$ cat src/hw/rtl/dual_mode_pid_step_unit_macros.svh
// ----------------------------------------------------------------------------
// Assertion macros for the dual-mode PID step unit
// Clocked on clk, disabled while rst is high.
// ----------------------------------------------------------------------------
`ifndef DUAL_MODE_PID_STEP_UNIT_MACROS_SVH
`define DUAL_MODE_PID_STEP_UNIT_MACROS_SVH

// Same-cycle implication
`define DMPID_ASSERT_SAME(lbl, ante, cons) \
  lbl: assert property (@(posedge clk) disable iff (rst) (ante) |-> (cons)) \
    else $error("dmpid assertion failed");

// Next-cycle implication
`define DMPID_ASSERT_NEXT(lbl, ante, cons) \
  lbl: assert property (@(posedge clk) disable iff (rst) (ante) |=> (cons)) \
    else $error("dmpid assertion failed");

`endif

$ cat src/hw/rtl/dmpid_pkg.sv
// ----------------------------------------------------------------------------
// dmpid_pkg
// Widths, register map, configuration and pipeline stage types.
// ----------------------------------------------------------------------------
package dmpid_pkg;

  localparam int GAIN_FRAC_BITS = 16;
  localparam int IN_W           = 16;
  localparam int ERR_W          = IN_W + 1;
  localparam int HIST_W         = ERR_W + 1;
  localparam int OPND_W         = HIST_W + 2;
  localparam int GAIN_W         = 24;
  localparam int PROD_W         = GAIN_W + OPND_W;
  localparam int SUM_W          = PROD_W + 2;
  localparam int DRIVE_W        = 32;
  localparam int LIMIT_W        = 16;
  localparam int APB_AW         = 5;
  localparam int APB_DW         = 32;

  localparam logic [LIMIT_W-1:0] LIMIT_RESET = 16'd10000;

  typedef enum logic [2:0] {
    REG_LOOP_MODE   = 3'd0,
    REG_PROP_GAIN   = 3'd1,
    REG_INTEG_GAIN  = 3'd2,
    REG_DERIV_GAIN  = 3'd3,
    REG_AVG_LIMIT   = 3'd4
  } reg_idx_t;

  typedef enum logic {
    MODE_INCREMENTAL = 1'b0,
    MODE_POSITIONAL  = 1'b1
  } loop_mode_t;

  typedef struct packed {
    loop_mode_t                 loop_mode;
    logic signed [GAIN_W-1:0]   prop_gain;
    logic signed [GAIN_W-1:0]   integ_gain;
    logic signed [GAIN_W-1:0]   deriv_gain;
    logic        [LIMIT_W-1:0]  average_limit;
  } cfg_t;

  // Multiplier operands, one per gain
  typedef struct packed {
    loop_mode_t                 mode;
    logic signed [OPND_W-1:0]   op_p;
    logic signed [OPND_W-1:0]   op_i;
    logic signed [OPND_W-1:0]   op_d;
  } opnd_stage_t;

  typedef struct packed {
    loop_mode_t                 mode;
    logic signed [PROD_W-1:0]   prod_p;
    logic signed [PROD_W-1:0]   prod_i;
    logic signed [PROD_W-1:0]   prod_d;
  } prod_stage_t;

endpackage

$ cat src/hw/rtl/dmpid_cfg.sv
// ----------------------------------------------------------------------------
// dmpid_cfg
// APB register file holding mode, gains and the averaging clamp.
// ----------------------------------------------------------------------------
module dmpid_cfg
  import dmpid_pkg::*;
(
  input  logic              clk,
  input  logic              rst,
  input  logic              psel,
  input  logic              penable,
  input  logic              pwrite,
  input  logic [APB_AW-1:0] paddr,
  input  logic [APB_DW-1:0] pwdata,
  output logic [APB_DW-1:0] prdata,
  output logic              pready,
  output cfg_t              cfg
);

  logic     wr_en;
  reg_idx_t idx;

  assign pready = 1'b1;
  assign wr_en  = psel & penable & pwrite & pready;
  assign idx    = reg_idx_t'(paddr[APB_AW-1:2]);

  always_ff @(posedge clk) begin
    if (rst) begin
      cfg.loop_mode     <= MODE_INCREMENTAL;
      cfg.prop_gain     <= '0;
      cfg.integ_gain    <= '0;
      cfg.deriv_gain    <= '0;
      cfg.average_limit <= LIMIT_RESET;
    end else if (wr_en) begin
      unique case (idx)
        REG_LOOP_MODE:  cfg.loop_mode     <= loop_mode_t'(pwdata[0]);
        REG_PROP_GAIN:  cfg.prop_gain     <= pwdata[GAIN_W-1:0];
        REG_INTEG_GAIN: cfg.integ_gain    <= pwdata[GAIN_W-1:0];
        REG_DERIV_GAIN: cfg.deriv_gain    <= pwdata[GAIN_W-1:0];
        REG_AVG_LIMIT:  cfg.average_limit <= pwdata[LIMIT_W-1:0];
        default: ;
      endcase
    end
  end

  always_comb begin
    unique case (idx)
      REG_LOOP_MODE:  prdata = {{(APB_DW-1){1'b0}}, cfg.loop_mode};
      REG_PROP_GAIN:  prdata = APB_DW'(cfg.prop_gain);
      REG_INTEG_GAIN: prdata = APB_DW'(cfg.integ_gain);
      REG_DERIV_GAIN: prdata = APB_DW'(cfg.deriv_gain);
      REG_AVG_LIMIT:  prdata = {{(APB_DW-LIMIT_W){1'b0}}, cfg.average_limit};
      default:        prdata = '0;
    endcase
  end

endmodule

$ cat src/hw/rtl/dual_mode_pid_step_unit.sv
// ----------------------------------------------------------------------------
// dual_mode_pid_step_unit
// Incremental / positional PID step with saturated 32-bit drive.
// ----------------------------------------------------------------------------
// Takes one transaction per clock unless back-pressure from m_tready stalls
// the pipeline, and returns one drive per transaction. The drive passes
// through the operand, product and result registers in turn. The rate is set
// by the error history update, which completes in the accepting cycle so the
// next transaction sees it at once. Setting the clear flag in s_tuser empties
// the history and returns a zero drive. Registers: loop_mode at 0x00,
// prop_gain 0x04, integ_gain 0x08, deriv_gain 0x0C (signed Q8.16),
// average_limit 0x10. Write registers only while no transaction is in flight.
// ----------------------------------------------------------------------------
`include "dual_mode_pid_step_unit_macros.svh"

module dual_mode_pid_step_unit
  import dmpid_pkg::*;
(
  input  logic              clk,
  input  logic              rst,
  // APB configuration
  input  logic              psel,
  input  logic              penable,
  input  logic              pwrite,
  input  logic [APB_AW-1:0] paddr,
  input  logic [APB_DW-1:0] pwdata,
  output logic [APB_DW-1:0] prdata,
  output logic              pready,
  // input stream
  input  logic              s_tvalid,
  output logic              s_tready,
  input  logic [31:0]       s_tdata,   // [15:0] setpoint, [31:16] measured
  input  logic              s_tuser,   // [0] clear
  // result stream
  output logic              m_tvalid,
  input  logic              m_tready,
  output logic [31:0]       m_tdata,   // [31:0] drive
  output logic              m_tuser    // [0] drive_saturated
);

  cfg_t cfg;

  dmpid_cfg u_cfg (
    .clk     (clk),
    .rst     (rst),
    .psel    (psel),
    .penable (penable),
    .pwrite  (pwrite),
    .paddr   (paddr),
    .pwdata  (pwdata),
    .prdata  (prdata),
    .pready  (pready),
    .cfg     (cfg)
  );

  // Error history
  logic signed [ERR_W-1:0]  prev_error,  prev_error_next;
  logic signed [HIST_W-1:0] hist,        hist_next;

  logic        s1_valid, s2_valid;
  logic        s2_ready, s3_ready;
  logic        accept;
  opnd_stage_t s1, s1_next;
  prod_stage_t s2;

  logic signed [IN_W-1:0]   setpoint, measured;
  logic signed [ERR_W-1:0]  err;
  logic signed [OPND_W-1:0] e_x, e1_x, e2_x;
  logic signed [HIST_W:0]   half_raw, half_clamp, lim2;

  logic signed [SUM_W-1:0]  sum, shifted;
  logic                     in_range;
  logic [DRIVE_W-1:0]       drive_next;

  assign s3_ready = !m_tvalid || m_tready;
  assign s2_ready = !s2_valid || s3_ready;
  assign s_tready = !s1_valid || s2_ready;
  assign accept   = s_tvalid && s_tready;

  assign setpoint = s_tdata[IN_W-1:0];
  assign measured = s_tdata[2*IN_W-1:IN_W];

  // Operand formation and history update
  always_comb begin
    err        = ERR_W'(setpoint) - ERR_W'(measured);
    e_x        = OPND_W'(err);
    e1_x       = OPND_W'(prev_error);
    e2_x       = OPND_W'(hist);
    lim2       = $signed({2'b00, cfg.average_limit, 1'b0});
    half_raw   = (HIST_W+1)'(err) + (HIST_W+1)'(hist >>> 1);
    if (half_raw > lim2) begin
      half_clamp = lim2;
    end else if (half_raw < -lim2) begin
      half_clamp = -lim2;
    end else begin
      half_clamp = half_raw;
    end

    s1_next.mode = cfg.loop_mode;
    if (s_tuser) begin
      s1_next.op_p    = '0;
      s1_next.op_i    = '0;
      s1_next.op_d    = '0;
      prev_error_next = '0;
      hist_next       = '0;
    end else if (cfg.loop_mode == MODE_INCREMENTAL) begin
      s1_next.op_p    = e_x - e1_x;
      s1_next.op_i    = e_x;
      s1_next.op_d    = e_x - (e1_x <<< 1) + e2_x;
      prev_error_next = err;
      hist_next       = HIST_W'(prev_error);
    end else begin
      // Operands doubled so that the average keeps its half bit
      s1_next.op_p    = e_x <<< 1;
      s1_next.op_i    = OPND_W'(half_clamp);
      s1_next.op_d    = (e_x - e1_x) <<< 1;
      prev_error_next = err;
      hist_next       = HIST_W'(half_clamp);
    end
  end

  always_ff @(posedge clk) begin
    if (rst) begin
      prev_error <= '0;
      hist       <= '0;
    end else if (accept) begin
      prev_error <= prev_error_next;
      hist       <= hist_next;
    end
  end

  // Operand register
  always_ff @(posedge clk) begin
    if (rst) begin
      s1_valid <= 1'b0;
    end else if (s_tready) begin
      s1_valid <= s_tvalid;
    end
  end

  always_ff @(posedge clk) begin
    if (accept) begin
      s1 <= s1_next;
    end
  end

  // Product register
  always_ff @(posedge clk) begin
    if (rst) begin
      s2_valid <= 1'b0;
    end else if (s2_ready) begin
      s2_valid <= s1_valid;
    end
  end

  always_ff @(posedge clk) begin
    if (s2_ready && s1_valid) begin
      s2.mode   <= s1.mode;
      s2.prod_p <= s1.op_p * cfg.prop_gain;
      s2.prod_i <= s1.op_i * cfg.integ_gain;
      s2.prod_d <= s1.op_d * cfg.deriv_gain;
    end
  end

  // Sum, floor shift and saturate
  always_comb begin
    sum = SUM_W'(s2.prod_p) + SUM_W'(s2.prod_i) + SUM_W'(s2.prod_d);
    if (s2.mode == MODE_POSITIONAL) begin
      shifted = sum >>> (GAIN_FRAC_BITS + 1);
    end else begin
      shifted = sum >>> GAIN_FRAC_BITS;
    end
    in_range = (&shifted[SUM_W-1:DRIVE_W-1]) || !(|shifted[SUM_W-1:DRIVE_W-1]);
    if (in_range) begin
      drive_next = shifted[DRIVE_W-1:0];
    end else if (shifted[SUM_W-1]) begin
      drive_next = {1'b1, {(DRIVE_W-1){1'b0}}};
    end else begin
      drive_next = {1'b0, {(DRIVE_W-1){1'b1}}};
    end
  end

  always_ff @(posedge clk) begin
    if (rst) begin
      m_tvalid <= 1'b0;
    end else if (s3_ready) begin
      m_tvalid <= s2_valid;
    end
  end

  always_ff @(posedge clk) begin
    if (s3_ready && s2_valid) begin
      m_tdata <= drive_next;
      m_tuser <= !in_range;
    end
  end

  `DMPID_ASSERT_NEXT(a_clear_empties, accept && s_tuser, prev_error == '0 && hist == '0)
  `DMPID_ASSERT_NEXT(a_avg_bounded,
    accept && !s_tuser && cfg.loop_mode == MODE_POSITIONAL,
    (HIST_W+1)'(hist) <= lim2 && (HIST_W+1)'(hist) >= -lim2)
  `DMPID_ASSERT_NEXT(a_stage_moves, s1_valid && s2_ready, s2_valid)
  `DMPID_ASSERT_SAME(a_sat_value, m_tvalid && m_tuser,
    m_tdata == 32'h7fff_ffff || m_tdata == 32'h8000_0000)

endmodule

$ cat config.mk
export PLATFORM = sky130hd
export DESIGN_NAME = dual_mode_pid_step_unit
export DESIGN_NICKNAME = d
export VERILOG_FILES = /design/src/hw/rtl/dmpid_pkg.sv /design/src/hw/rtl/dmpid_cfg.sv /design/src/hw/rtl/dual_mode_pid_step_unit.sv
export VERILOG_INCLUDE_DIRS = /design/src /design/src/hw/rtl
export SDC_FILE = /design/constraint.sdc
export NUM_CORES = 2
export LEC_CHECK = 0
export BUFFER_PORTS_ARGS = -buffer_cell sky130_fd_sc_hd__clkbuf_2
export CAP_MARGIN = 40
export CORE_ASPECT_RATIO = 0.75
export CORE_MARGIN = 1.5
export CORE_UTILIZATION = 40
export CTS_CLUSTER_SIZE = 20
export DETAILED_ROUTE_END_ITERATION = 8
export GPL_TIMING_DRIVEN = 0
export PLACE_DENSITY_LB_ADDON = 0.1
export SLEW_MARGIN = 25
export SYNTH_ARGS = -nofsm -noshare
export SYNTH_HDL_FRONTEND = slang
export SYNTH_HIERARCHICAL = 1
export SYNTH_SLANG_ARGS = --single-unit
$ cat constraint.sdc
create_clock -name clk -period 32.5 [get_ports clk]
set_input_delay 3.25 -clock clk [delete_from_list [all_inputs] [get_ports clk]]
set_output_delay 3.25 -clock clk [all_outputs]
set_load 0.02 [all_outputs]
### Word-level counts from Yosys, hierarchy flattened

Cells that the tools add are included.

* add/sub/neg operators: 8
* multipliers: 3
* $lt $le $gt $ge: 2
* eq/ne operators: 4
* mux-type cells: 10
* bitwise gates (word level): 2
* reductions and logical operators: 21

Operators by type and width (number)
* one-hot mux 32 bit (5 select lines): 1
* multiplier 20 x 24 -> 44 bit: 3
* two-way mux 32 bit: 2
* two-way mux 60 bit: 1
* adder 45 x 44 -> 46 bit: 1
* adder 44 x 44 -> 45 bit: 1
* two-way mux 19 bit: 2
* two-way mux 18 bit: 2
* two-way mux 29 bit: 1
* adder 19 x 18 -> 20 bit: 1
* less-than comparator 18 x 19 -> 1 bit: 1
* negation 17 -> 19 bit: 1
* subtractor 17 x 18 -> 19 bit: 1
* adder 17 x 17 -> 18 bit: 1
* greater-than comparator 18 bit: 1
* subtractor 17 x 17 -> 18 bit: 1
* two-way mux 17 bit: 1
* subtractor 16 x 16 -> 17 bit: 1
* AND reduction 15 bit: 1
* OR reduction 15 bit: 1
* AND reduction 2 bit: 5
* == test 3 x 2 -> 1 bit (second input constant): 2
* logical NOT 1 bit: 5
* logical OR 1 bit: 4
* 6 further kinds: 9

* register bits after elaboration: 354
* input bits: 77
* word-level logic and storage cells: 72

### Longest topological paths before layout

* depth after elaboration: 7
* gate-level depth with buffers: 30

### Cells and area by module

Netlist, hierarchy kept.

Modules (own cells, without submodules)
* dual_mode_pid_step_unit: instances 1, cells an instance 7374, area an instance 69325.2 µm², sequential area each 7397.1 µm²
* dmpid_cfg: instances 1, cells an instance 443, area an instance 4408.0 µm², sequential area each 1781.7 µm²

### Worst setup path after synthesis

OpenSTA, ideal clock, no wires.

* path kind: input to register
* start: in m_tready
* end: reg s2[0] (netlist name), enable pin
* setup time: 0.829 ns
* arrival: 12.939 ns
* required time: 31.671 ns
* slack: 18.732 ns
* cell stages on the path: 2
* buffers on the path: 0
* cell sequence: nor2b_1 a21boi_0

* longest elaborated chain between the ends: 3

Ends and longest elaborated chain
* start: declaration: RTL line dual_mode_pid_step_unit.sv:36 `input logic m_tready,`
* logical OR 1 bit: RTL line dual_mode_pid_step_unit.sv:75 `assign s3_ready = !m_tvalid || m_tready;`
* logical OR 1 bit: RTL line dual_mode_pid_step_unit.sv:76 `assign s2_ready = !s2_valid || s3_ready;`
* logical AND 1 bit: RTL line dual_mode_pid_step_unit.sv:157 `if (s2_ready && s1_valid) begin`
* end: declaration: RTL line dual_mode_pid_step_unit.sv:64 `prod_stage_t s2;`

No other way between the ends.
A chain may end at the register's enable or synchronous reset.

### Final worst setup path

* start: in s_tdata[0]
* end: reg s1[22] (netlist name) (data pin)

* longest elaborated chain between the ends: 6
* elaborated cells on any way between the ends: 7

Ends and longest elaborated chain
* start: declaration: RTL line dual_mode_pid_step_unit.sv:32 `input logic [31:0] s_tdata,`
* subtractor 16 x 16 -> 17 bit *: RTL line dual_mode_pid_step_unit.sv:85 `err = ERR_W'(setpoint) - ERR_W'(measured);`
* adder 17 x 17 -> 18 bit: RTL line dual_mode_pid_step_unit.sv:90 `half_raw = (HIST_W+1)'(err) + (HIST_W+1)'(hist >>> 1);`
* less-than comparator 18 x 19 -> 1 bit: RTL line dual_mode_pid_step_unit.sv:93 `end else if (half_raw < -lim2) begin`
* two-way mux 19 bit: RTL line dual_mode_pid_step_unit.sv:93
* two-way mux 19 bit: RTL line dual_mode_pid_step_unit.sv:91 `if (half_raw > lim2) begin`
* two-way mux 60 bit *: RTL line dual_mode_pid_step_unit.sv:106 `end else if (cfg.loop_mode == MODE_INCREMENTAL) begin`
* end signal: assignment: RTL line dual_mode_pid_step_unit.sv:143 `s1 <= s1_next;`
* end: declaration: RTL line dual_mode_pid_step_unit.sv:63 `opnd_stage_t s1, s1_next;`

Every way passes the cells marked *; elsewhere a longest branch is shown, timed or not.

==> flow_summary.ini <==
[cts]
cts_sinks = 348
insertion_delay_ns = 0.65
clk_pin_slew_ns = 0.06
cts_setup_buffers = 0
cts_resized = 0
cts_buffers = 41
cts_buffer_depth = 3
cts_tree = done
cts_hold_buf = 0
clock-root-buffer = clkbuf_16
ctsHtreeMaxLevel = 2

[floorplanning]
die_w_microns = 499
io_pins = 145
start_util_pct = 40.2
core_sq_um = 183000
die_y_microns = 375
dieArea_sq_um = 187000
rows = 136

[run_status]
status = finished clean

[final_layout]
multiInputGateArea_sq_um = 56600
regArea_sq_um = 9180
final_net_count = 10200
syn2layout_area_growth_pct = 8.01
layout-drive-gt1-share_pct = 4.59
final_cells = 10500
final_area_sq_um = 79600
fill_cells = 18000

[route]
drc = 0
dr.pass1.iters = 6
final_antenna_net_count = 0
drt_wl_total_microns = 249000
wl_per_cell_microns = 23.7
vias = 54000
avgViaCountPerCell = 5.14
drt_first_iter_violations = 4377

[synthesis]
ys_seq_elements = 348
synth_edf_count = 221
synth-seq-area-share_pct = 12.4
yosysTopAreaCell = fa_1
synth_cell_types = 86
synth_ff_type = edfxtp_1
ys_warn_count = 6
synth_area_leaders = fa_1, edfxtp_1, inv_1
netlist.area_leader.share_pct = 41.7
async_reset_ff_share_pct = 0
syn_inst = 7817
synthesis.area_sq_um = 73700
synth_nets = 9923
syn_avg_cell_area_sq_um = 9.43

[global_route]
grt.overflow.total = 0
grt_pass1_wl_microns = 374000
track_usage_pct = 27.1
grt_max_degree = 59
met1_usage_pct = 40.4
met2_usage_pct = 40.4
grt_pass1_vias = 56500
antenna_found_initial = 16
busiest_layer = met1
grtUsageMet3_pct = 5.74

[setup_path]
cp_data_required_time_ns = 32.85
crit_path_end_kind = flip-flop
worstPathMaxFanout = 10
arrival_ns = 10.28
crit_type = in2reg
start_kind = input pin

[placement]
place.gp.congestion = 0.938
dp_slack_ns = 22.03
placedInstanceArea_sq_um = 78000
dpl.hpwl_microns = 214000
place_inst = 10400
port_buffers = 130

[min_path]
hold_path.class = reg2reg

[timing]
fin_ws_ns = 22.57
relSlewSlack_pct = 38.0
tightest_slew_ns = 0.922
rsz0062_at_grt = no
setup_tns_ns = 0
min_period_ns = 9.93
period_share_pct = 30.6
setup_viol = 0
finClkSkew_ns = 0.0770
final-hold-violation-count = 0
max_freq_mhz = 101
maxSlewViolCount = 0

[power]
power_w = 0.00214
ir_worst_vdd_uv = 39.2
power.density_nw_per_um2 = 26.9
p_leak_nw = 39.6

[job]
maxCapViolCount = 0
[worst paths after layout]
path / startpoint / endpoint / slack (ns) / depth (start not counted)
min: prev_error[15]$_SDFFE_PP0P_ / prev_error[15]$_SDFFE_PP0P_ / 0.49 / 1
min reg2reg: prev_error[15]$_SDFFE_PP0P_ / prev_error[15]$_SDFFE_PP0P_ / 0.49 / 1
max: s_tdata[0] / s1[22]$_SDFFCE_PP0P_ / 22.57 / 27
max reg2reg: u_cfg/cfg[67]$_SDFFE_PP0P_ / s2[131]$_DFFE_PP_ / 23.21 / 26
[flip-flops by register name, summed over array words and instances, names as in the netlist]
signal and count:
hist 18, m_tdata 30, m_tvalid 1, prev_error 17
s1 58, s1_valid 1, s2 133, s2_valid 1
u_cfg/cfg 89
[Yosys cell counts, types with 10 or more instances]
master    count
xnor2_1     170
inv_1      1740
o21ai_1      10
buf_2        11
a21o_1      113
a21boi_0     10
a311oi_1     10
fa_1       1535
or3_1        24
mux2i_1     120
and2_1      713
a22oi_1      37
dfxtp_1     127
edfxtp_1    221
clkbuf_1    309
ha_1        494
nand2b_1    144
xor2_1       61
nor2_1      261
nand4_1      20
buf_4        16
mux2_2       31
nor2b_1      24
nand2_1     806
or2_2        10
and3_1       26
nand3_1      41
o22ai_1      18
o21bai_1     32
nor3_1       57
a31oi_1      34
o21ai_0     124
a211oi_1     30
o211ai_1     31
o21a_1       34
nor4_1       10
a21oi_1     228
[placed cells by master, fill, tap and decap left out, types with 113 or more instances in the layout]
cell type and n:
inv_1 1739, fa_1 1535, nand2_1 806, and2_1 713
ha_1 494, clkbuf_1 320, nor2_1 261, a21oi_1 228
edfxtp_1 221, xnor2_1 170, nand2b_1 144, clkbuf_2 132
dfxtp_1 127, o21ai_0 121, mux2i_1 120, a21o_1 113
[layout make-up]
class	count	share of cell area (%)
sequential	348	11.5
inverter	1740	8.20
antenna	5	0.0157
buffer	347	1.78
clock buffer	57	1.41
timing repair buffer	199	1.82
multi-input combinational	5382	71.1
clock inverter	18	0.341
tap	2415	3.79
[routing by layer]
| metal | share of wire, % | vias to the layer above | wire (microns) |
|---|---|---|---|
| met1 | 48 | 27800 | 119000 |
| met5 | 0.019 | - | 47 |
| met2 | 42 | 1807 | 105000 |
| met3 | 8.0 | 174 | 20100 |
| li1 | - | 24200 | - |
| met4 | 2.0 | 6 | 4930 |
[per-stage QoR]
step / util, % / hold WS [ns]
2_1_floorplan: - / 0.400
3_3_place_gp: 42.2 / 0.457
3_5_place_dp: 42.6 / 0.460
4_1_cts: 43.3 / 0.477
5_1_grt: 43.4 / 0.496
6_report: 43.5 / 0.487
[logic make-up after synthesis]
kind of cell / synth area share, %
fa+ha+maj: 50.1
flops: 12.4
other cells: 0.0102
buf+inv: 10.8
compound gates: 7.09
simple gates: 14.8
mux: 2.10
xor+xnor: 2.74
[critical path, cell delays in order]
cell and delay, ns:
clkbuf_2 0.08, inv_1 0.05, ha_1 0.16, inv_1 0.05
fa_1 0.40, a21o_1 0.20, a21oi_1 0.29, xnor2_1 0.41
ha_1 0.41, o21a_1 0.12, o31a_1 0.12, o31ai_1 0.75
a21oi_1 0.13, a21oi_1 0.25, o21ai_0 0.14, xor2_1 0.34
ha_1 0.32, and3_1 0.18, a221oi_1 0.33, o21ai_0 0.13
o221a_2 0.24, o21ai_1 0.62, clkbuf_1 0.53, mux2i_1 0.25
nor2_1 0.05, a21oi_1 0.28, o22ai_1 0.18
[where the power goes]
part,switching (W),internal [W]
Sequential,0.0000770,0.000528
Combinational,0.000679,0.000367
Clock,0.000213,0.000278
Total,0.000969,0.00117
Note: power is estimated with default switching activity, not from simulation.
